`src/sv/emfu_pkg.sv`:
```
// shared types, register codes and constants for the excitable-medium frame update unit
// no dependencies; every other file but emfu_line_ram refers to this package by scoped names
package emfu_pkg;

    // configuration port
    localparam int CFG_DW  = 11;
    localparam int CFG_IW  = 2;

    typedef enum logic [CFG_IW-1:0] {
        REG_DECAY  = 2'd0,
        REG_WIDTH  = 2'd1,
        REG_HEIGHT = 2'd2
    } cfg_reg_t;

    // register reset values
    localparam logic [8:0]        DECAY_RST  = 9'd230;
    localparam logic [8:0]        DECAY_ONE  = 9'd256;
    localparam logic [CFG_DW-1:0] WIDTH_RST  = 11'd1024;
    localparam logic [CFG_DW-1:0] HEIGHT_RST = 11'd768;

    // default frame limits
    localparam int DEF_MAX_WIDTH  = 1024;
    localparam int DEF_MAX_HEIGHT = 1024;

    // request kinds
    localparam logic FUNC_PIXEL = 1'b0;
    localparam logic FUNC_FLUSH = 1'b1;

    localparam logic [7:0] PIX_FULL = 8'hFF;

    // output queue
    localparam int FIFO_DEPTH = 8;
    localparam int FIFO_AW    = 3;
    localparam int FIFO_CW    = 4;

    typedef struct packed {
        logic       func;
        logic [7:0] pixel_in;
        logic       seed;
    } pix_in_t;

    typedef struct packed {
        logic [7:0] pixel_out;
        logic       frame_last;
    } pix_out_t;

    // one column of the 3x3 window
    typedef struct packed {
        logic [7:0] top;
        logic [7:0] mid;
        logic [7:0] bot;
    } col_t;

    // which pixels of a window column may count as neighbours
    typedef struct packed {
        logic top;
        logic mid;
        logic bot;
    } win_mask_t;

    // position flags of the centre pixel travelling with an advance
    typedef struct packed {
        logic emit;
        logic top;
        logic bot;
        logic left;
        logic right;
        logic last;
    } ctl_t;

    typedef struct packed {
        logic       adv;
        logic [7:0] pix;
        ctl_t       ctl;
    } issue_t;

    // (255*d*d)>>16 with d at most one in Q1.8
    function automatic logic [7:0] thr_of(input logic [8:0] d);
        logic [17:0] dd;
        logic [25:0] p;
        dd = 18'(d) * 18'(d);
        p  = {dd, 8'b0} - 26'(dd);
        return p[23:16];
    endfunction

endpackage

```
`src/sv/emfu_win_cell.sv`:
```
// one column cell of the 3x3 window: holds a column, passes it on, ORs in its neighbour hits
// uses emfu_pkg types
module emfu_win_cell (
    input  logic              aclk,
    input  logic              aresetn,
    input  logic              shift_en,
    input  emfu_pkg::col_t    col_in,
    input  emfu_pkg::win_mask_t mask,
    input  logic              hit_in,
    output emfu_pkg::col_t    col_out,
    output logic              hit_out
);

    emfu_pkg::col_t col_reg;

    always_ff @(posedge aclk) begin
        if (!aresetn) begin
            col_reg <= '0;
        end else if (shift_en) begin
            col_reg <= col_in;
        end
    end

    assign col_out = col_reg;
    assign hit_out = hit_in
                   || (mask.top && col_reg.top == emfu_pkg::PIX_FULL)
                   || (mask.mid && col_reg.mid == emfu_pkg::PIX_FULL)
                   || (mask.bot && col_reg.bot == emfu_pkg::PIX_FULL);

endmodule

```
`config.mk`:
```
export PLATFORM = sky130hd
export DESIGN_NAME = emfu_win_cell
export DESIGN_NICKNAME = d
export VERILOG_FILES = /design/src/sv/emfu_pkg.sv /design/src/sv/emfu_win_cell.sv
export SDC_FILE = /design/constraint.sdc
export NUM_CORES = 1
export LEC_CHECK = 0
export BUFFER_PORTS_ARGS = -buffer_cell sky130_fd_sc_hd__buf_2
export CORE_AREA = 3 3 41 70
export DETAILED_ROUTE_END_ITERATION = 6
export DIE_AREA = 0 0 44 73
export GPL_TIMING_DRIVEN = 0
export PLACE_DENSITY = 0.74
export REMOVE_ABC_BUFFERS = 1
export SLEW_MARGIN = 20
export SYNTH_ARGS = -nofsm -noshare
export SYNTH_HDL_FRONTEND = slang
export SYNTH_SLANG_ARGS = --single-unit
```
`constraint.sdc`:
```
create_clock -name aclk -period 1 [get_ports aclk]
set_input_delay 0.05 -clock aclk [delete_from_list [all_inputs] [get_ports aclk]]
set_output_delay 0.05 -clock aclk [all_outputs]
set_load 0.01 [all_outputs]
```
After elaboration in Yosys (flattened, before gate mapping)
Cells that the tools add are included.
{ "totals": {"reg_bits": 24, "word_cells": 12} }
{ "classes": {"n_eq_ne": 3, "n_reduce_logical": 6} }
{ "ops": {"columns": ["op", "count"], "rows": [
  ["$eq 8x8->1 const B", 3],
  ["$logic_and 1x1->1", 3],
  ["$logic_or 1x1->1", 3]
]} }

Logic depth before layout (Yosys ltp)
{ "depth": {"depth_word": 5, "depth_mapped": 4} }

Worst setup path before layout
No wires, ideal clock.
{ "synth_timing": {"kind": "register to output", "start": "register col_reg, in the netlist col_out[4]", "end": "output hit_out", "t_arrival_ns": 1.019, "path_slack_ns": -0.069, "stages_incl_launch_ff": 4, "n_path_buf": 0, "cell_sequence": "dfxtp_1 nand4_1 nor3_1 or4_1"} }
{ "synth_between": {"elab_chain_len": 3} }
{ "synth_lines": {"columns": ["item", "line", "text"], "rows": [
  ["start, declared", "emfu_win_cell.sv:14", "emfu_pkg::col_t col_reg;"],
  ["start signal, assigned", "emfu_win_cell.sv:20", "col_reg <= col_in;"],
  ["$eq 8x8->1", "emfu_win_cell.sv:28", "|| (mask.bot && col_reg.bot == emfu_pkg::PIX_FULL);"],
  ["$logic_and 1x1->1", "emfu_win_cell.sv:28", null],
  ["$logic_or 1x1->1", "emfu_win_cell.sv:28", null],
  ["end, declared", "emfu_win_cell.sv:11", "output logic hit_out"]
]} }
Every way passes these cells.

Final worst setup path
{ "layout_timing": {"start": "register col_reg, in the netlist col_out[3]", "end": "output hit_out"} }
The elaborated chain is that of the path after synthesis.

==> results.cfg <==
[run_status]
violations = negative setup slack
status = finished, violations left

[routing]
dr.pass1.iters = 3
vias = 825
via_per_inst = 4.80
drc = 0
antenna_left = 0
totalWireLength_mm = 2.31
drt-initial-drc-count = 4
drt-wirelength-per-cell_um = 13.4

[global_route]
grt_pass1_vias = 823
grt_max_degree = 25
gr-total-overflow = 0
grt_first_pass_wirelength_mm = 3.57
grt_use_total = 0.147
antenna_found_initial = 0

[sta]
rsz0062_at_grt = yes
hold_violations = 0
setup_violations = 1
finalWorstSetupSlack_ns = -0.403
finalSetupTns_ns = -0.403
tightestPinTransition_ns = 0.692
finalHoldWorstSlack_ns = 0.0519
maxSlewHeadroom = 0.539
period_minus_slack_ns = 1.40
clock_skew_ns = 0
max_freq_mhz = 713
fin_crit_sh = 1.40
drv_slew = 0

[clock_tree]
clk_latency_ns = 0.25
cts_tree = done
clk_path_buf_depth = 2
cts-root-buf = clkbuf_8
cts.htree.levels = 1
clkTransAtPathRegs_ns = 0.08
numCtsBuffers = 3
clock_sinks = 24

[cells_and_area]
syn_to_final_growth_pct = 36.3
layout-drive-gt1-share = 0.476
nets = 180
finalInstanceArea_um2 = 1330
fillers = 236
antenna_cells = 0
final_cell_mix = buf_2, mux2i_1, nor2b_1
largest_reg_flops = 24
final_common_cell = buf_2

[critical_path]
arrival_ns = 1.35
crit_required_ns = 0.95
crit_type = reg -> out
critPathLaunchType = flop
critPathMaxFanout = 3
worstSetupEndpointType = primary output

[yosys]
synth_top_family_by_area = multiplexers
synth_compound_area_frac = 0
ys_seq_area_frac = 0.492
synthAdderAreaFrac = 0
yosys_warnings = 0
synth_simple_gate_area_frac = 0.223
synthMuxAreaShare = 0.246
postSynthAreaPerCell_um2 = 10.8
yosysUniqueCellTypes = 11
synth.cell_area_um2 = 976
synth_seq_cells = 24
synth_xor_area_frac = 0
synthCells = 90

[floorplanning]
io_pins = 56
die_h_um = 73
die_w_um = 44
rows = 23
die-area_um2 = 3210
start_util = 0.414
core_um2 = 2360

[power]
p_leak_uw = 0.000677
power_uw = 1900
p_per_area_nw_per_um2 = 1430
vdd_ir_drop_max_v = 0.000771

[place]
portBuffers = 55
hpwlAfterDp_mm = 1.70
dpl_cell_area_um2 = 1240
gp_congestion = 0.693

[worst_hold_path]
worst_hold_path_type = in -> reg

[flow_run]
maxCapViolCount = 0
[worst max-delay path, cell delays in order (launching register included)]
cell and delay, ns:
dfxtp_2 0.33, nand4_1 0.08, nor3_1 0.06, or4_1 0.48, buf_2 0.15
[timing repair]
action	CTS	global route
setup buffers	4	0
hold buffers	0	0
gates cloned	0	0
pin swaps	0	0
gates resized for setup	5	3
setup endpoints to repair	1	1
[stage by stage]
| stage | setup WS [ns] | std cells | util |
|---|---|---|---|
| floorplan | -0.0688 | 85 | - |
| global placement | -0.146 | 165 | 0.528 |
| detailed placement | -0.141 | 165 | 0.528 |
| CTS | -0.420 | 172 | 0.560 |
| global route | -0.450 | 172 | 0.564 |
| finish | -0.403 | 172 | 0.564 |
[routing by layer]
metal  global-route usage  share of wire
met1                0.161           0.38
met2                0.261           0.54
met3               0.0222          0.062
met4               0.0738          0.018
met5                    0              0
[where the power goes]
group	switching [uW]	leakage, uW	internal (uW)	total (uW)
registers	41.3	0.000201	1020	1060
logic	137	0.000454	163	300
clock network	270	0.0000216	268	538
total	449	0.000676	1450	1900
[final timing paths]
check / startpoint / endpoint / slack (ns) / cells after the start
setup / recovery: col_out[3] / hit_out / -0.40 / 4
hold / removal: col_in[2] / col_out[2] / 0.05 / 3
setup reg to reg: col_out[1] / col_out[1] / 0.24 / 3
hold reg to reg: col_out[23] / col_out[23] / 0.54 / 2
[synth_stat cells]
cell type  instances  area share
nand4_1            3       0.019
mux2i_1           24        0.25
or4_1              1      0.0077
nand3_1            3       0.015
nor2b_1           24        0.15
clkbuf_1           2      0.0077
nor3_1             3       0.015
buf_6              2       0.023
dfxtp_1           24        0.49
nand2_1            3       0.012
buf_4              1      0.0077
[area by class of cell]
cell class	instances	area [um^2]	area share
flip-flops and latches	24	489	0.368
multi-input cells	61	463	0.348
repair buffers	59	305	0.230
clock buffers	3	41.3	0.0310
well taps	25	31.3	0.0235
[cells by family (layout without fill, tap and decap cells)]
kind of cell	after synthesis	count (layout)
multiplexers	24	24
buffers and inverters	5	62
AND/OR/NAND/NOR	37	37
flip-flops	24	24
Note: power is estimated with default switching activity, not from simulation.
