--- src/sv/emfu_pkg.sv ---
// shared types, register codes and constants for the excitable-medium frame update unit
// no dependencies; every other file but emfu_line_ram refers to this package by scoped names
package emfu_pkg;

    // configuration port
    localparam int CFG_DW  = 11;
    localparam int CFG_IW  = 2;

    typedef enum logic [CFG_IW-1:0] {
        REG_DECAY  = 2'd0,
        REG_WIDTH  = 2'd1,
        REG_HEIGHT = 2'd2
    } cfg_reg_t;

    // register reset values
    localparam logic [8:0]        DECAY_RST  = 9'd230;
    localparam logic [8:0]        DECAY_ONE  = 9'd256;
    localparam logic [CFG_DW-1:0] WIDTH_RST  = 11'd1024;
    localparam logic [CFG_DW-1:0] HEIGHT_RST = 11'd768;

    // default frame limits
    localparam int DEF_MAX_WIDTH  = 1024;
    localparam int DEF_MAX_HEIGHT = 1024;

    // request kinds
    localparam logic FUNC_PIXEL = 1'b0;
    localparam logic FUNC_FLUSH = 1'b1;

    localparam logic [7:0] PIX_FULL = 8'hFF;

    // output queue
    localparam int FIFO_DEPTH = 8;
    localparam int FIFO_AW    = 3;
    localparam int FIFO_CW    = 4;

    typedef struct packed {
        logic       func;
        logic [7:0] pixel_in;
        logic       seed;
    } pix_in_t;

    typedef struct packed {
        logic [7:0] pixel_out;
        logic       frame_last;
    } pix_out_t;

    // one column of the 3x3 window
    typedef struct packed {
        logic [7:0] top;
        logic [7:0] mid;
        logic [7:0] bot;
    } col_t;

    // which pixels of a window column may count as neighbours
    typedef struct packed {
        logic top;
        logic mid;
        logic bot;
    } win_mask_t;

    // position flags of the centre pixel travelling with an advance
    typedef struct packed {
        logic emit;
        logic top;
        logic bot;
        logic left;
        logic right;
        logic last;
    } ctl_t;

    typedef struct packed {
        logic       adv;
        logic [7:0] pix;
        ctl_t       ctl;
    } issue_t;

    // (255*d*d)>>16 with d at most one in Q1.8
    function automatic logic [7:0] thr_of(input logic [8:0] d);
        logic [17:0] dd;
        logic [25:0] p;
        dd = 18'(d) * 18'(d);
        p  = {dd, 8'b0} - 26'(dd);
        return p[23:16];
    endfunction

endpackage

--- src/sv/emfu_seq.sv ---
// request sequencer: frame geometry, input and output positions, window advances
// uses emfu_pkg types and codes
module emfu_seq #(
    parameter int MAX_WIDTH  = emfu_pkg::DEF_MAX_WIDTH,
    parameter int MAX_HEIGHT = emfu_pkg::DEF_MAX_HEIGHT
) (
    input  logic                          aclk,
    input  logic                          aresetn,
    input  logic                          s_valid,
    input  emfu_pkg::pix_in_t             s_data,
    input  logic                          space_ok,
    input  logic [emfu_pkg::CFG_DW-1:0]   cfg_width,
    input  logic [emfu_pkg::CFG_DW-1:0]   cfg_height,
    output logic                          s_ready,
    output emfu_pkg::issue_t              iss,
    output logic [$clog2(MAX_WIDTH)-1:0]  iss_addr
);

    localparam int DW = $clog2(MAX_WIDTH + 1);
    localparam int HW = $clog2(MAX_HEIGHT + 1);
    localparam int CW = $clog2(MAX_WIDTH);
    localparam int RW = $clog2(MAX_HEIGHT);
    localparam int LW = $clog2(MAX_WIDTH + 2);

    logic [DW-1:0] act_w_reg, act_w_next;
    logic [HW-1:0] act_h_reg, act_h_next;
    logic [CW-1:0] col_reg, col_next;
    logic [HW-1:0] in_row_reg, in_row_next;
    logic [CW-1:0] out_col_reg, out_col_next;
    logic [RW-1:0] out_row_reg, out_row_next;
    logic [LW-1:0] lead_reg, lead_next;
    logic          extra_reg, extra_next;

    logic [DW-1:0] w_cfg, w_eff;
    logic [HW-1:0] h_cfg, h_eff;
    logic          idle, accept, is_pix, in_done, col_wrap;
    logic          pix_take, emit_pix, flush_emit, emit, adv;
    logic          out_cwrap, out_rlast, last;

    // geometry clamped to 1..MAX
    always_comb begin
        if (cfg_width == '0) begin
            w_cfg = DW'(1);
        end else if (32'(cfg_width) > 32'(MAX_WIDTH)) begin
            w_cfg = DW'(MAX_WIDTH);
        end else begin
            w_cfg = DW'(cfg_width);
        end
        if (cfg_height == '0) begin
            h_cfg = HW'(1);
        end else if (32'(cfg_height) > 32'(MAX_HEIGHT)) begin
            h_cfg = HW'(MAX_HEIGHT);
        end else begin
            h_cfg = HW'(cfg_height);
        end
    end

    // frame start: geometry is latched by the first pixel
    assign idle  = (col_reg == '0) && (in_row_reg == '0);
    assign w_eff = idle ? w_cfg : act_w_reg;
    assign h_eff = idle ? h_cfg : act_h_reg;

    assign s_ready    = space_ok && !extra_reg;
    assign accept     = s_valid && s_ready;
    assign is_pix     = s_data.func == emfu_pkg::FUNC_PIXEL;
    assign in_done    = in_row_reg == h_eff;
    assign col_wrap   = DW'(col_reg) == w_eff - DW'(1);
    assign pix_take   = accept && is_pix && !in_done;
    assign emit_pix   = pix_take && (lead_reg == LW'(w_eff) + LW'(1));
    assign flush_emit = accept && (s_data.func == emfu_pkg::FUNC_FLUSH) && in_done;
    assign emit       = emit_pix || flush_emit;
    // a single-row frame needs one more advance than it has flush requests
    assign adv        = pix_take || flush_emit || extra_reg;
    assign out_cwrap  = DW'(out_col_reg) == w_eff - DW'(1);
    assign out_rlast  = HW'(out_row_reg) == h_eff - HW'(1);
    assign last       = emit && out_cwrap && out_rlast;

    always_comb begin
        act_w_next   = act_w_reg;
        act_h_next   = act_h_reg;
        col_next     = col_reg;
        in_row_next  = in_row_reg;
        out_col_next = out_col_reg;
        out_row_next = out_row_reg;
        lead_next    = lead_reg;
        extra_next   = 1'b0;
        if (accept && is_pix && idle) begin
            act_w_next = w_cfg;
            act_h_next = h_cfg;
        end
        if (adv) begin
            col_next = col_wrap ? '0 : col_reg + CW'(1);
        end
        if (pix_take && col_wrap) begin
            in_row_next = in_row_reg + HW'(1);
            extra_next  = h_eff == HW'(1);
        end
        if (emit) begin
            out_col_next = out_cwrap ? '0 : out_col_reg + CW'(1);
            if (out_cwrap) begin
                out_row_next = out_row_reg + RW'(1);
            end
        end
        if (pix_take && !emit_pix) begin
            lead_next = lead_reg + LW'(1);
        end else if (flush_emit) begin
            lead_next = lead_reg - LW'(1);
        end
        if (last) begin
            col_next     = '0;
            in_row_next  = '0;
            out_col_next = '0;
            out_row_next = '0;
            lead_next    = '0;
            extra_next   = 1'b0;
        end
    end

    always_ff @(posedge aclk) begin
        if (!aresetn) begin
            act_w_reg   <= DW'(MAX_WIDTH) < DW'(emfu_pkg::WIDTH_RST)
                           ? DW'(MAX_WIDTH) : DW'(emfu_pkg::WIDTH_RST);
            act_h_reg   <= HW'(MAX_HEIGHT) < HW'(emfu_pkg::HEIGHT_RST)
                           ? HW'(MAX_HEIGHT) : HW'(emfu_pkg::HEIGHT_RST);
            col_reg     <= '0;
            in_row_reg  <= '0;
            out_col_reg <= '0;
            out_row_reg <= '0;
            lead_reg    <= '0;
            extra_reg   <= 1'b0;
        end else begin
            act_w_reg   <= act_w_next;
            act_h_reg   <= act_h_next;
            col_reg     <= col_next;
            in_row_reg  <= in_row_next;
            out_col_reg <= out_col_next;
            out_row_reg <= out_row_next;
            lead_reg    <= lead_next;
            extra_reg   <= extra_next;
        end
    end

    always_comb begin
        iss.adv       = adv;
        iss.pix       = extra_reg ? '0
                      : (s_data.seed ? emfu_pkg::PIX_FULL : s_data.pixel_in);
        iss.ctl.emit  = emit;
        iss.ctl.top   = out_row_reg == '0;
        iss.ctl.bot   = out_rlast;
        iss.ctl.left  = out_col_reg == '0;
        iss.ctl.right = out_cwrap;
        iss.ctl.last  = last;
    end

    assign iss_addr = col_reg;

endmodule

--- config.mk ---
export PLATFORM = sky130hd
export DESIGN_NAME = emfu_seq
export DESIGN_NICKNAME = d
export VERILOG_FILES = /design/src/sv/emfu_pkg.sv /design/src/sv/emfu_seq.sv
export SDC_FILE = /design/constraint.sdc
export NUM_CORES = 1
export LEC_CHECK = 0
export BUFFER_PORTS_ARGS = -buffer_cell sky130_fd_sc_hd__clkbuf_2
export CAP_MARGIN = 20
export CORE_MARGIN = 1.5
export CORE_UTILIZATION = 45
export CTS_BUF_LIST = sky130_fd_sc_hd__clkbuf_2 sky130_fd_sc_hd__clkbuf_4 sky130_fd_sc_hd__clkbuf_8
export DETAILED_ROUTE_END_ITERATION = 10
export GPL_ROUTABILITY_DRIVEN = 1
export SLEW_MARGIN = 20
export SYNTH_ARGS = -nofsm -noshare
export SYNTH_HDL_FRONTEND = slang
export SYNTH_SLANG_ARGS = --single-unit
export TNS_END_PERCENT = 1
--- constraint.sdc ---
create_clock -name aclk -period 10.1 [get_ports aclk]
set_input_delay 2.525 -clock aclk [delete_from_list [all_inputs] [get_ports aclk]]
set_output_delay 2.525 -clock aclk [all_outputs]
set_load 0.02 [all_outputs]
; Word level (Yosys, flattened, before mapping)
; Cells that the tools add are included.
[totals]
reg_bits = 75
input_bits = 36
out_inout_bits = 26
elab_cells = 69
[op_classes]
addsub = 9
bitwise = 3
n_reduce_logical = 29
n_mux = 12
n_lt_le_gt_ge = 2
n_eq_ne = 6
[op_table]
columns = cell, count
row1 = 11-bit two-way mux, 8
row2 = 11-bit by 1-bit adder with 11-bit output (second input constant), 3
row3 = 10-bit by 11-bit equality test with 1-bit output, 3
row4 = 11-bit logical NOT, 3
row5 = 11-bit by 1-bit subtractor with 11-bit output (second input constant), 3
row6 = 10-bit by 1-bit adder with 10-bit output (second input constant), 3
row7 = 10-bit logical NOT, 3
row8 = 11-bit equality test, 2
row9 = 11-bit > comparator (second input constant), 2
row10 = 10-bit two-way mux, 2
row11 = 8-bit two-way mux, 2
row12 = 1-bit logical AND, 13
row13 = 11-bit by 1-bit equality test with 1-bit output (second input constant), 1
row14 = 1-bit logical NOT, 3
row15 = 1-bit logical OR, 3
row16 = 1-bit NOT, 3
row17 = 3-bit OR reduction, 1
row18 = 2-bit AND reduction, 1
row19 = 2-bit nonzero test, 1
row20 = 2-bit OR reduction, 1

; Depth between registers and ports, before layout
; Gate-level depths: netlist of the first run.
[depth]
ltp_word = 12
mapped_depth = 28
mapped_depth_nobuf = 25

; Worst setup path before layout of the first run
; No wires, ideal clock.
[synth_path]
kind = input port to output port
startpoint = input cfg_width[3] in the netlist's numbering
endpoint = output iss[0] in the netlist's numbering
setup_slack_ps = 1901
required_time_ps = 7575
arrival_ps = 5674
path_stages = 17
n_path_buf = 2
cell_sequence = buf_2 > or4_4 > o31ai_1 > a22oi_2 > inv_1 > ha_1 > nand4_1 > nor3_1 > a2bb2oi_1 > nor4b_1 > a31oi_1 > nor3_2 > a21oi_2 > inv_2 > nand4_4 > nor2_1 > buf_4
[synth_via]
elab_chain_cells = 10
word_cells_on_any_way = 13
classes_between = 2 x add/sub / 1 x order compare / 2 x eq/ne / 3 x mux / 5 x reduce/logical
[synth_rtl]
columns = item, line
row1 = from (decl), emfu_seq.sv:12  ; input logic [emfu_pkg::CFG_DW-1:0] cfg_width,
row2 = 11-bit > comparator, emfu_seq.sv:44  ; end else if (32'(cfg_width) > 32'(MAX_WIDTH)) begin
row3 = 11-bit two-way mux, emfu_seq.sv:44
row4 = 11-bit two-way mux (*), emfu_seq.sv:42  ; if (cfg_width == '0) begin
row5 = 11-bit two-way mux (*), emfu_seq.sv:60  ; assign w_eff = idle ? w_cfg : act_w_reg;
row6 = 11-bit by 1-bit adder with 11-bit output (*), emfu_seq.sv:69  ; assign emit_pix = pix_take && (lead_reg == LW'(w_eff) + LW'(1));
row7 = 11-bit equality test (*), emfu_seq.sv:69
row8 = 1-bit logical AND (*), emfu_seq.sv:69
row9 = 1-bit logical OR (*), emfu_seq.sv:71  ; assign emit = emit_pix || flush_emit;
row10 = via emit, emfu_seq.sv:37  ; logic pix_take, emit_pix, flush_emit, emit, adv;
row11 = 1-bit logical AND (*) (2 in series), emfu_seq.sv:76  ; assign last = emit && out_cwrap && out_rlast;
row12 = to (decl), emfu_seq.sv:15  ; output emfu_pkg::issue_t iss,
; Mark *: on every way through the listed nets, which the timed path passes. The rest lies on a longest branch.

==> metrics.md, run 1 <==
| Metric | Value |
|---|---|
| Rel. slew slack | `39.0%` |
| Worst path required time | `around 7600 ps` |
| Core area | `between 10000 and 15000 µm²` |
| Via density per instance | `between 5 and 6` |
| Max clock buf depth | `2` |
| PD cells | `about 100 nW/µm²` |
| TritonCTS clock tree | `built` |
| Post-route clock period utilization | `roughly 87%` |
| TNS Setup | `0 ps` |
| Worst-path cell chain | `clkbuf_2 -> or4_1 -> o31ai_1 -> a22oi_2 -> inv_1 -> ha_1 -> nand4_1 -> a21oi_1 -> a2bb2oi_1 -> nor4b_1 -> a31oi_1 -> nor3_2 -> a21oi_2 -> inv_2 -> nand4_4 -> nor2_1 -> clkbuf_2` |
| Pin count of the biggest net entering global routing | `31` |
| DRC | `0` |
| Post-synth top flop | `dfxtp_1` |
| Syn nets | `~930` |
| # rows | `between 40 and 50` |
| Worst Tran Pin Value | `913 ps` |
| Synth-to-layout area growth | `6.60%` |
| Comb pwr share | `27.8%` |
| Synthesized flop and latch total | `75` |
| Most Frequent Cell on Critical Path | `clkbuf_2` |
| Sw power | `approximately 0.25 mW` |
| CP max-delay cell | `or4_1` |
| Sequential power share | `a little over two fifths` |
| Pleak | `around 2.8 nW` |
| Initial Util | `between 40% and 50%` |
| RSZ-0062 raised after global routing | `false` |
| Seq/Total Area, Yosys | `22.4%` |
| Min-Delay Path Class | `register to register` |
| Asr flop ratio synth | `0%` |
| Min Tclk post-route | `8780 ps` |
| Grt ovf | `0` |
| Fmax | `114 MHz` |
| Initial antenna violation count | `0` |
| Max incr delay on CP | `roughly 550 ps` |
| Internal cell power | `around 0.49 mW` |
| Hold-fix buffers, CTS | `0` |
| Die Width | `~120 µm` |
| CP arrival | `about 6300 ps` |
| Buffer count from post-CTS setup fixing | `0` |
| Worst skew pair latency | `between 300 and 400 ps` |
| Vias in the first global route | `approximately 5800` |
| Pins Over Slew Limit | `0` |
| CTS H-Tree Depth | `3` |
| Post-route ant nets | `0` |
| Drt pass-1 iters | `5` |
| Routed len/inst | `between 15 and 20 µm` |
| Post-synth EDFFs | `0` |
| Clock network fraction of design power | `30.3%` |
| Num CTS Buffers | `9` |
| # diodes | `0` |
| Buffer type at the clock tree root | `clkbuf_8` |
| Final HPWL DP | `14200 µm` |
| CTS Sinks | `75` |
| Design area | `about 7100 µm²` |
| # IOs | `just over 60` |
| Layout cells sized above 1 | `about 14%` |
| Synth Cell Area | `roughly 6700 µm²` |
| Setup Skew | `~14 ps` |
| Total GRT Usage | `24.5%` |
| Critical path class | `primary input to primary output` |
| Synth warn | `0` |
| Final setup fails | `0` |
| Max Cap Viol | `0` |
| WL final | `~19000 µm` |
| GPL Wtd Cong | `between 0.9 and 1` |
| Layout Nets | `955` |
| Chip Height | `125 µm` |
| Synth Instances | `a little under 900` |
| Hold WS | `between 400 and 500 ps` |
| Crit-path max FO | `7` |
| Status | `complete, no violations` |
| Sw Share | `about a third` |
| Post-layout util | `between 40% and 50%` |
| DP Area | `approximately 7000 µm²` |
| Total power draw | `0.743 mW` |
| Post-cts repair resize count | `0` |
| Total number of vias | `6356` |
| Syn avg cell area | `7.63 µm²` |
| VDD IR max | `approximately 50 µV` |
| Die area | `approximately 16000 µm²` |
| DR iter-0 viols | `530` |
| Distinct cell type count after synthesis | `87` |
| Worst setup SP type | `primary input` |
| I/O Buffers | `between 60 and 70` |
| Final hold vios | `0` |
| Clock slew at reported path FFs | `approximately 70 ps` |
| First-pass GRT wire length | `~31000 µm` |
| Crit path capture type | `primary output` |
==> cell families (layout without fill, tap and decap cells) <==
group / after synthesis / count (layout) / share of synthesized area, %
XOR/XNOR: 89 / 89 / 11.8
multiplexers: 19 / 19 / 2.90
adder cells (fa/ha/maj): 20 / 20 / 3.74
AND/OR/NAND/NOR: 403 / 403 / 33.1
buffers and inverters: 95 / 121 / 7.16
flip-flops: 75 / 75 / 22.4
AO/OA/AOI/OAI: 176 / 176 / 18.8
==> routing by layer <==
layer,GRT usage (%),part of all wire (%),vias to the layer above
met1,36.4,50,2944
met3,3.08,5.9,23
met5,0,0,-
met4,7.69,1.7,0
li1,-,-,3187
met2,36.8,43,202
==> power by group through the flow <==
stage | registers (mW) | clock network [mW] | logic [mW]
5_1_grt | 0.313 | 0.243 | 0.226
3_3_place_gp | 0.318 | 0 | 0.202
2_1_floorplan | 0.313 | 0 | 0.160
3_5_place_dp | 0.319 | 0 | 0.202
4_1_cts | 0.312 | 0.233 | 0.203
6_report | 0.312 | 0.225 | 0.206
==> cells in the mapped netlist (all sizes together), types with 22 or more instances <==
library cell / count / share of area (%)
xnor2: 51 / 6.7
xor2: 37 / 4.8
a21oi: 35 / 2.7
nand2: 74 / 4.1
dfxtp: 75 / 22
buf: 33 / 3.7
nand3: 33 / 2.5
nor3: 31 / 2.8
inv: 39 / 2.2
nor2: 101 / 5.8
nor4: 26 / 3.1
o21ai: 37 / 2.9
nand4: 22 / 2.5
clkbuf: 23 / 1.3
==> path summary, 6_finish.rpt <==
check / startpoint / to / slack (ps) / depth (start not counted)
worst max-delay path: cfg_width[6] / iss[0] / 1320 / 17
worst min register to register: act_h_reg[2] / act_h_reg[2] / 470 / 2
worst max register to register: iss_addr[0] / lead_reg[10] / 3510 / 25
worst min-delay path: act_h_reg[2] / act_h_reg[2] / 470 / 2
==> critical path: cells and delay by family <==
family          cells  cell delay, ps
compound gates      6            1350
simple gates        6            1540
buf+inv             4             600
fa+ha+maj           1             240
==> cell type report <==
type,count,area (µm²)
clock buffer,13,173
sequential,75,1500
inverter,39,146
multi-input combinational,707,4730
timing repair buffer,67,350
tap,184,230
fill,1504,7400
clock inverter,2,10.0
==> through the flow <==
stage | setup slack (ps) | cells
finish | 1320 | 1087
global route | 1000 | 1087
detailed placement | 1340 | 1072
global placement | 1410 | 1072
floorplan | 1900 | 877
CTS | 1340 | 1087
==> cells in the final DEF, fill, tap and decap left out, types with 8 or more instances in the layout <==
cell      instances
nor2_1           99
ha_1             20
a21oi_1          33
a211oi_1          8
a31oi_1           8
and3_1            9
and4_1            9
nand2b_1         14
nand2_1          74
clkbuf_8         12
nor3b_1           8
nand4_1          19
nor4_1           20
xor2_1           37
mux2i_1          16
a21boi_0         18
xnor2_1          51
dfxtp_1          75
clkbuf_2         61
and2_1           13
o21ai_0          31
nor2b_1          20
inv_1            38
or3_1            15
nor3_1           25
nand3_1          33
No activity file was read; power rests on OpenSTA's default activity.
==> inputs of run 2 (changes only) <==
--- a/config.mk
+++ b/config.mk
@@ -10,6 +10,7 @@
 export CORE_MARGIN = 1.5
 export CORE_UTILIZATION = 45
 export CTS_BUF_LIST = sky130_fd_sc_hd__clkbuf_2 sky130_fd_sc_hd__clkbuf_4 sky130_fd_sc_hd__clkbuf_8
+export CTS_CLUSTER_DIAMETER = 40
 export DETAILED_ROUTE_END_ITERATION = 10
 export GPL_ROUTABILITY_DRIVEN = 1
 export SLEW_MARGIN = 20
==> constraint.sdc (replaced) <==
create_clock -name aclk -period 10.1 [get_ports aclk]
set_input_delay 2.02 -clock aclk [delete_from_list [all_inputs] [get_ports aclk]]
set_output_delay 2.02 -clock aclk [all_outputs]
set_load 0.02 [all_outputs]
==> metrics.md, run 2 (same netlist as run 1, synthesis figures left out) <==
| Metric | Value |
|---|---|
| Final setup fails | `0` |
| PD cells | `between 100 and 150 nW/µm²` |
| Most frequent cells in the layout | `99 x nor2_1, 75 x dfxtp_1, 74 x nand2_1` |
| Via density per instance | `approximately 5.8` |
| Worst setup SP type | `primary input` |
| DRC | `0` |
| Clock slew at reported path FFs | `80 ps` |
| TNS Setup | `0 ps` |
| Setup Skew | `around 18 ps` |
| Pleak | `2.79 nW` |
| Vias in the first global route | `5767` |
| Design area | `~7000 µm²` |
| Final HPWL DP | `14100 µm` |
| Buffer count from post-CTS setup fixing | `0` |
| Pins Over Slew Limit | `0` |
| Hold WS | `~470 ps` |
| Post-route ant nets | `0` |
| Fmax | `126 MHz` |
| Chip Height | `~120 µm` |
| Max Cap Viol | `0` |
| GPL Wtd Cong | `roughly 1` |
| Die Width | `125 µm` |
| Num CTS Buffers | `9` |
| Grt ovf | `0` |
| Total GRT Usage | `about 24%` |
| Drt pass-1 iters | `5` |
| Worst path required time | `just over 8000 ps` |
| Max clock buf depth | `2` |
| Final hold vios | `0` |
| Min-Delay Path Class | `register to register` |
| Most common cell after layout, fill and taps aside | `nor2_1` |
| Core area | `about 15000 µm²` |
| Critical path class | `primary input to primary output` |
| Post-cts repair resize count | `0` |
| VDD IR max | `51.9 µV` |
| CTS H-Tree Depth | `3` |
| Initial Util | `46.1%` |
| Crit path capture type | `primary output` |
| WL final | `~19000 µm` |
| TritonCTS clock tree | `built` |
| Min Tclk post-route | `approximately 8000 ps` |
| CP arrival | `~6000 ps` |
| Post-route setup slack | `2180 ps` |
| Routed len/inst | `~17 µm` |
| # rows | `44` |
| Layout Nets | `956` |
| Total number of vias | `roughly 6400` |
| First-pass GRT wire length | `31000 µm` |
| Post-route clock period utilization | `between 70% and 80%` |
| Fill count | `~1500` |
| CTS Sinks | `between 70 and 80` |
| Rel. slew slack | `44.1%` |
| DP Area | `between 6000 and 7000 µm²` |
| Die area | `between 15000 and 20000 µm²` |
| Pre-CTS setup slack | `around 2300 ps` |
| Synth-to-layout area growth | `7.27%` |
| RSZ-0062 raised after global routing | `false` |
| I/O Buffers | `a little over 60` |
| FF+latch area | `roughly 1500 µm²` |
| Initial antenna violation count | `0` |
| Worst skew pair latency | `between 300 and 400 ps` |
| Hold-fix buffers, CTS | `0` |
| # diodes | `0` |
| # IOs | `slightly above 60` |
| Crit-path max FO | `7` |
| DR iter-0 viols | `500` |
| Buffer type at the clock tree root | `clkbuf_8` |
| Status | `complete, no violations` |
| Layout cells sized above 1 | `between 10% and 20%` |
| Pin count of the biggest net entering global routing | `39` |
| Worst Tran Pin Value | `around 840 ps` |
| Area of the multi-input gates | `4720 µm²` |
[run 2: changes by cell type in the layout (fill, tap and decap cells not counted)]
cell,previous run,this run
nor3_2,4,5
clkbuf_8,12,10
clkinv_2,2,1
nor3_4,2,1
clkinv_4,0,1
buf_4,6,7
bufinv_16,0,2
clkbuf_4,1,2
[run 2: final timing paths]
path	startpoint	slack (ps)	cells after the start	end
worst min-delay path	act_h_reg[2]	470	2	act_h_reg[2]
worst max-delay path	cfg_width[6]	2180	17	iss[0]
worst max register to register	iss_addr[0]	3600	25	lead_reg[10]
worst min register to register	act_h_reg[2]	470	2	act_h_reg[2]
[run 2: through the flow]
step                      power (mW)  std cells  util, %
after floorplan                0.473        877        -
after detailed placement       0.520       1073     47.9
final                          0.791       1089     49.4
after global placement         0.520       1073     47.9
after global routing           0.831       1089     49.4
after CTS                      0.794       1089     49.4
[run 2: metal layers]
metal  global-route usage [%]  share of wire (%)
met5                        0                  0
met4                     9.56                2.6
met3                     3.68                5.4
met2                     35.6                 42
met1                     36.1                 50
[run 2: layout make-up]
| class | count | area share [%] |
|---|---|---|
| multi-input cells | 707 | 65.7 |
| flip-flops and latches | 75 | 20.9 |
| repair buffers | 68 | 4.98 |
| well taps | 184 | 3.21 |
| clock buffers | 12 | 2.13 |
| inverters | 39 | 2.04 |
| clock inverters | 4 | 1.03 |
[run 2: report_power, final]
part	total [mW]	switching, mW	internal (mW)
sequential	0.312	0.0107	0.301
clock	0.274	0.122	0.152
combinational	0.205	0.122	0.0826
[run 2: critical path: stages]
cell,delay (ps)
clkbuf_2,130
or4_1,550
o31ai_1,420
a22oi_2,210
inv_1,110
ha_1,240
nand4_1,110
nor3_1,220
a2bb2oi_1,260
nor4b_1,280
a31oi_1,130
nor3_2,340
a21oi_2,180
inv_2,170
nand4_4,180
nor2_1,150
clkbuf_2,180
==> inputs of run 3 (changes only) <==
--- a/config.mk
+++ b/config.mk
@@ -13,6 +13,7 @@
 export CTS_CLUSTER_DIAMETER = 40
 export DETAILED_ROUTE_END_ITERATION = 10
 export GPL_ROUTABILITY_DRIVEN = 1
+export PLACE_DENSITY = 0.66
 export SLEW_MARGIN = 20
 export SYNTH_ARGS = -nofsm -noshare
 export SYNTH_HDL_FRONTEND = slang
==> constraint.sdc (replaced) <==
create_clock -name aclk -period 7.12 [get_ports aclk]
set_input_delay 1.424 -clock aclk [delete_from_list [all_inputs] [get_ports aclk]]
set_output_delay 1.424 -clock aclk [all_outputs]
set_load 0.02 [all_outputs]
==> metrics.md, run 3 (same netlist as run 1, synthesis figures left out) <==
| Metric | Value |
|---|---|
| CTS Sinks | `75` |
| Status | `complete, no violations` |
| Finished Layout Cells | `approximately 1100` |
| Core area | `between 10000 and 15000 µm²` |
| Total number of vias | `6424` |
| Post-route setup slack | `470 ps` |
| Total power draw | `1.13 mW` |
| Reg2reg setup slack | `about 1300 ps` |
| Worst-path cell chain | `clkbuf_2 -> or4_1 -> o31ai_2 -> a22oi_2 -> inv_1 -> ha_1 -> nand4_1 -> nor3_1 -> a2bb2oi_1 -> nor4b_1 -> a31oi_1 -> nor3_2 -> a21oi_2 -> inv_2 -> nand4_4 -> nor2_1 -> clkbuf_2` |
| Hold Crit Start | `act_h_reg[2]` |
| Via density per instance | `just under 6` |
| Total GRT Usage | `about a quarter` |
| Crit path capture type | `primary output` |
| Pre-CTS setup slack | `between 400 and 500 ps` |
| Min-Delay Path Class | `register to register` |
| Rel. slew slack | `approximately 45%` |
| RSZ-0062 raised after global routing | `false` |
| Synth-to-layout area growth | `7.83%` |
| TritonCTS clock tree | `built` |
| I/O Buffers | `61` |
| Pleak | `2.80 nW` |
| Most common cell after layout, fill and taps aside | `nor2_1` |
| TNS Setup | `0 ps` |
| Max Cap Viol | `0` |
| RR Endpoint | `lead_reg[10]` |
| Initial Util | `a little under half` |
| CTS H-Tree Depth | `3` |
| Worst path required time | `about 5700 ps` |
| PD cells | `156 nW/µm²` |
| Worst setup SP type | `primary input` |
| Die Width | `roughly 120 µm` |
| Crit-path max FO | `7` |
| Crit path buffers/inverters | `4` |
| Layout cells sized above 1 | `approximately 15%` |
| Worst skew pair latency | `approximately 380 ps` |
| Layout Nets | `between 900 and 1000` |
| # diodes | `0` |
| Final setup fails | `0` |
| Final HPWL DP | `between 10000 and 15000 µm` |
| Worst Reg2Reg Path Length in Cells | `25` |
| Routed len/inst | `~17 µm` |
| Max incr delay on CP | `about 550 ps` |
| Worst flop-to-flop path startpoint | `iss_addr[0]` |
| Pins Over Slew Limit | `0` |
| Buffer type at the clock tree root | `clkbuf_8` |
| Post-route ant nets | `0` |
| CP max-delay cell | `or4_1` |
| DP Area | `approximately 7000 µm²` |
| First-pass GRT wire length | `~30000 µm` |
| VDD IR max | `97.1 µV` |
| GPL Wtd Cong | `0.921` |
| Post-route clock period utilization | `slightly above 90%` |
| DRC | `0` |
| Initial antenna violation count | `0` |
| Clock slew at reported path FFs | `around 80 ps` |
| Min Tclk post-route | `about 6600 ps` |
| Post-layout util | `between 40 and 50%` |
| Fmax | `about 150 MHz` |
| Critical path class | `primary input to primary output` |
| Hold WS | `~470 ps` |
| DR iter-0 viols | `~530` |
| Grt ovf | `0` |
| Num CTS Buffers | `9` |
| Pin count of the biggest net entering global routing | `29` |
| Chip Height | `around 120 µm` |
| # IOs | `62` |
| Worst path top cell family by delay | `simple AND/OR/NAND/NOR gates` |
| Setup Skew | `roughly 13 ps` |
| WL final | `roughly 18000 µm` |
| Worst hold stages | `2` |
| # rows | `44` |
| Hold-fix buffers, CTS | `0` |
| DP Cell Count | `approximately 1100` |
| Final hold vios | `0` |
| Worst Tran Pin Value | `830 ps` |
| CP arrival | `about 5200 ps` |
| Die area | `roughly 16000 µm²` |
| Drt pass-1 iters | `5` |
| Max clock buf depth | `2` |
| Most Frequent Cell on Critical Path | `clkbuf_2` |
| Design area | `7220 µm²` |
| End of the worst hold path | `act_h_reg[2]` |
| Vias in the first global route | `~5700` |
| Most frequent cells in the layout | `99 x nor2_1, 75 x dfxtp_1, 74 x nand2_1` |
==> run 3: cell count changes in the layout (fill, tap and decap cells not counted), sizes merged <==
cell      previous run  this run
clkinv               2         1
clkinvlp             0         1
buf                  7         9
==> run 3: cell type report <==
class	instances	area, µm²
fillers	1477	7310
multi-input cells	707	4720
flip-flops and latches	75	1500
repair buffers	70	385
well taps	184	230
clock buffers	12	159
inverters	39	146
clock inverters	4	72.6
==> run 3: worst max path at each step <==
| stage | from | endpoint | cells past startpoint |
|---|---|---|---|
| floorplan | cfg_width[3] | iss[0] | 17 |
| global placement | cfg_width[6] | iss[0] | 17 |
| detailed placement | cfg_width[6] | iss[0] | 17 |
| CTS | cfg_width[6] | iss[0] | 17 |
| global route | cfg_width[6] | iss[0] | 17 |
| finish | cfg_width[6] | iss[0] | 17 |
==> run 3: tightest hold or removal path: cells and delay by family (launching register included) <==
kind	cells	cell delay, ps
flops	1	320
simple gates	1	50
compound gates	1	60
==> run 3: power breakdown <==
group	total [mW]	switching (mW)	internal (mW)
registers	0.442	0.0149	0.427
clock network	0.392	0.172	0.220
logic	0.292	0.173	0.119
total	1.13	0.360	0.766
==> run 3: routing by layer <==
layer  vias to the layer above  share of wire [%]  track usage [%]
met5                         -                  0                0
met4                         0                3.6             11.2
met3                        41                6.3             3.12
met2                       238                 42             35.2
met1                      2968                 48             34.1
li1                       3177                  -                -
==> run 3: repair_timing <==
| action | 4_1_cts | 5_1_grt |
|---|---|---|
| hold endpoints to repair | 0 | 0 |
| gates resized for setup | 0 | 1 |
| buffers inserted | 0 | 0 |
| setup endpoints to repair | 0 | 1 |
